**src/sv/pgs_pkg.sv**
```systemverilog
// Shared types and constants for the PCM gain/saturate unit.
// No dependencies.
package pgs_pkg;

    localparam int unsigned SAMPLE_W = 32;
    localparam int unsigned GAIN_W   = 32;
    localparam int unsigned BYTES_W  = 3;
    localparam int unsigned CFG_IDX_W = 2;

    typedef enum logic [CFG_IDX_W-1:0] {
        REG_GAIN          = 2'd0,
        REG_SAMPLE_BYTES  = 2'd1,
        REG_LITTLE_ENDIAN = 2'd2
    } cfg_idx_t;

    localparam logic [BYTES_W-1:0] BYTES_2 = 3'd2;
    localparam logic [BYTES_W-1:0] BYTES_3 = 3'd3;
    localparam logic [BYTES_W-1:0] BYTES_4 = 3'd4;

    localparam logic [GAIN_W-1:0]  UNITY_GAIN      = 32'h0001_0000;
    localparam logic [BYTES_W-1:0] RST_SAMPLE_BYTES = BYTES_2;
    localparam logic               RST_LITTLE_ENDIAN = 1'b1;

    // Product clamp limits (symmetric).
    localparam logic signed [65:0] CLAMP_16 = 66'sh0_0000_0000_7fff_ffff;
    localparam logic signed [65:0] CLAMP_32 = 66'sh0_0000_7fff_ffff_ffff;

    typedef struct packed {
        logic [GAIN_W-1:0]  gain;
        logic [BYTES_W-1:0] sample_bytes;
        logic               little_endian;
    } cfg_t;

endpackage

```
**src/sv/pgs_cfg_regs.sv**
```systemverilog
// Configuration register file for the PCM gain/saturate unit.
// Depends on pgs_pkg.
module pgs_cfg_regs (
    input  logic                            aclk,
    input  logic                            aresetn,
    input  logic                            cfg_valid,
    output logic                            cfg_ready,
    input  logic [pgs_pkg::CFG_IDX_W-1:0]   cfg_index,
    input  logic [pgs_pkg::SAMPLE_W-1:0]    cfg_data,
    output pgs_pkg::cfg_t                   cfg
);

    pgs_pkg::cfg_t cfg_reg;
    pgs_pkg::cfg_t cfg_next;

    assign cfg_ready = 1'b1;
    assign cfg       = cfg_reg;

    always_comb begin
        cfg_next = cfg_reg;
        if (cfg_valid) begin
            unique case (cfg_index)
                pgs_pkg::REG_GAIN:          cfg_next.gain = cfg_data;
                pgs_pkg::REG_SAMPLE_BYTES:
                    cfg_next.sample_bytes = cfg_data[pgs_pkg::BYTES_W-1:0];
                pgs_pkg::REG_LITTLE_ENDIAN: cfg_next.little_endian = cfg_data[0];
                default:                    cfg_next = cfg_reg;
            endcase
        end
    end

    always_ff @(posedge aclk) begin
        if (!aresetn) begin
            cfg_reg.gain          <= pgs_pkg::UNITY_GAIN;
            cfg_reg.sample_bytes  <= pgs_pkg::RST_SAMPLE_BYTES;
            cfg_reg.little_endian <= pgs_pkg::RST_LITTLE_ENDIAN;
        end else begin
            cfg_reg <= cfg_next;
        end
    end

endmodule

```
**config.mk**
```make
export PLATFORM = sky130hd
export DESIGN_NAME = pgs_cfg_regs
export DESIGN_NICKNAME = d
export VERILOG_FILES = /design/src/sv/pgs_pkg.sv /design/src/sv/pgs_cfg_regs.sv
export SDC_FILE = /design/constraint.sdc
export NUM_CORES = 1
export LEC_CHECK = 0
export BUFFER_PORTS_ARGS = -buffer_cell sky130_fd_sc_hd__buf_2
export CAP_MARGIN = 20
export CORE_MARGIN = 2
export CORE_UTILIZATION = 48
export DETAILED_ROUTE_END_ITERATION = 10
export PLACE_DENSITY_LB_ADDON = 0.05
export REMOVE_ABC_BUFFERS = 1
export SKIP_CTS_REPAIR_TIMING = 1
export SLEW_MARGIN = 20
export SYNTH_ARGS = -nofsm -noshare
export SYNTH_HDL_FRONTEND = slang
export SYNTH_SLANG_ARGS = --single-unit
```
**constraint.sdc**
```tcl
create_clock -name aclk -period 2.8 [get_ports aclk]
set_clock_uncertainty 0.05 [all_clocks]
set_input_delay 0.56 -clock aclk [delete_from_list [all_inputs] [get_ports aclk]]
set_output_delay 0.56 -clock aclk [all_outputs]
set_load 0.01 [all_outputs]
```
==> results.py <==
metrics = {
    "sta": {
        "tightest_slew_ps": 547.3,
        "fmax_ghz": 0.7002,
        "maxSlewViolCount": 0,
        "whs_ps": 402.7,
        "rsz0062_at_grt": "no",
        "period_minus_slack_ps": 1428,
        "tns_ps": 0,
        "setup_viol": 0,
        "post-route-period-util": 0.5101,
        "relSlewSlack": 0.6351,
        "hold_viol": 0,
    },
    "logic_synthesis": {
        "synth.most_common_cell": "nand2_1",
        "synthTopCellsByArea": "dfxtp_1, mux2i_1, nand2_1",
        "postSynthAreaPerCell_sq_um": 9.547,
        "ys.flop_type": "dfxtp_1",
        "ys_types": 17,
        "synth_top_cell_by_area": "dfxtp_1",
        "yosysTopAreaCellShare": 0.4808,
        "ys_seq_area_frac": 0.4808,
        "ys.warnings.count": 0,
        "synth_common_cells": "nand2_1, dfxtp_1, mux2i_1",
        "syn_inst": 157,
        "ys_ff_latch": 36,
        "synthArstFlopShare": 0,
        "netlist_area_sq_um": 1499,
        "synth_edf_count": 0,
    },
    "route": {
        "top_layer_used": "met4",
        "wirelength_met1_mm": 1.271,
        "routed-wl-met2_mm": 1.422,
        "drt_iter0_drc": 43,
        "firstDrtPassIters": 4,
        "wl_met3_um": 186,
        "wire_per_inst_um": 11.15,
        "vias": 1239,
        "drt_wl_total_mm": 2.909,
        "ant_nets": 0,
        "drc": 0,
        "via_per_inst": 4.747,
    },
    "placement": {
        "placed_cells": 253,
        "dp_hpwl_mm": 2.186,
        "portBuffers": 72,
        "placedInstanceArea_sq_um": 1831,
        "globalplace.congestion": 0.7627,
    },
    "die": {
        "fp.dieH_um": 59.88,
        "rows": 20,
        "die_x_um": 59.88,
        "core_area_sq_um": 3003,
        "ios": 74,
        "die_area_sq_um": 3586,
        "initial_core_util": 0.4992,
    },
    "critical_path": {
        "crit_path_start_kind": "register",
        "crit_type": "reg2out",
        "cp.required_ps": 2190,
        "cp_top_family": "flip-flops",
        "worstSetupEndpointType": "primary output",
        "crit_path_top_delay_cell": "dfxtp_1",
        "slowest_delay_ps": 350,
        "worst-path-buf-inv": 1,
        "path_max_fanout": 2,
        "path_depth": 1,
        "arrival_ps": 820,
        "reg2regPathDepth": 1,
        "path_cells": "buf_2",
    },
    "clock_tree": {
        "cts_tree": "yes",
        "numCtsBuffers": 5,
        "max-clock-path-buffers": 2,
        "htree_num_levels": 2,
        "clk_latency_ps": 320,
        "clkTransAtPathRegs_ps": 110,
        "cts.sinks": 36,
        "clockRootBuffer": "clkbuf_4",
    },
    "power": {
        "p_per_area_nw_per_um2": 500.5,
        "peakVddDrop_v": 0.0003370,
        "leakage_nw": 0.9222,
        "power_mw": 0.9457,
    },
    "final_layout": {
        "fin_area_sq_um": 1889,
        "final_nets": 264,
        "largest_reg_flops": 36,
        "drive_above_1_share": 0.3640,
        "final_cell_count_no_fill": 261,
        "areaGrowthSynthToFinish_pct": 26.04,
        "diodes": 0,
    },
    "grt": {
        "grt_max_degree": 35,
        "track_usage": 0.1753,
        "antenna_found_initial": 0,
        "grt_overflow": 0,
        "grt_pass1_vias": 1151,
        "grt_pass1_wl_mm": 4.733,
    },
    "worst_hold_path": {
        "hold_depth": 3,
        "hp-class": "in2reg",
    },
    "run": {
        "max_cap_violations": 0,
    },
    "run_status": {
        "run_status": "complete, no violations",
    },
}
## kinds of logic (layout without fill, tap and decap cells)
logic type | after synthesis | count (layout) | synth area share
AND/OR/NAND/NOR | 70 | 70 | 0.2003
buffers and inverters | 14 | 85 | 0.07930
flip-flops | 36 | 36 | 0.4808
other | 1 | 1 | 0.002502
AO/OA/AOI/OAI | 3 | 3 | 0.01670
multiplexers | 33 | 33 | 0.2204
## cells in the final DEF (no fill, tap or decap)
cell type and n:
and4b_2 1, nand3b_1 2, clkbuf_4 5, a211o_1 2, conb_1 1, nor3b_4 1, mux2i_1 33, inv_1 2
and4b_1 1, dfxtp_1 36, nand4bb_1 1, clkbuf_1 2, nand2_1 64, clkbuf_8 1, buf_12 1, o211ai_1 1
buf_2 72, buf_4 2
## tightest hold or removal path: stages
cell     delay, ps
buf_2           90
nand2_1         40
mux2i_1         50
## final cells by class
class | count | area, sq um
fill | 289 | 1114
sequential | 36 | 720.7
multi-input combinational | 107 | 665.6
timing repair buffer | 75 | 395.4
clock buffer | 8 | 58.81
tap | 33 | 41.29
inverter | 2 | 7.507
## metal layers
metal / vias up / global-route usage
met1: 552 / 0.1984
li1: 644 / -
met4: 0 / 0.08571
met3: 4 / 0.04113
met5: - / 0
met2: 39 / 0.3059
## per-stage QoR
step           setup slack [ps]    util
2_1_floorplan             20.37       -
3_3_place_gp               1241  0.6096
3_5_place_dp               1177  0.6096
4_1_cts                    1341  0.6292
5_1_grt                    1308  0.6292
6_report                   1372  0.6292
## path summary, 6_finish.rpt
kind                         from              endpoint  slack, ps
max          cfg[27]$_SDFFE_PN0P_               cfg[27]       1370
min                  cfg_data[27]  cfg[31]$_SDFFE_PN0P_        400
max reg2reg   cfg[0]$_SDFFE_PN1P_   cfg[0]$_SDFFE_PN1P_       2080
min reg2reg  cfg[31]$_SDFFE_PN0P_  cfg[31]$_SDFFE_PN0P_        410
## report_power, final
| part | total (mW) | leakage [nW] | internal (mW) | switching [mW] |
|---|---|---|---|---|
| Sequential | 0.539 | 0.293 | 0.531 | 0.00877 |
| Combinational | 0.117 | 0.597 | 0.0571 | 0.0604 |
| Clock | 0.289 | 0.0326 | 0.124 | 0.165 |
| Total | 0.946 | 0.922 | 0.712 | 0.234 |
No activity file was read; power rests on OpenSTA's default activity.
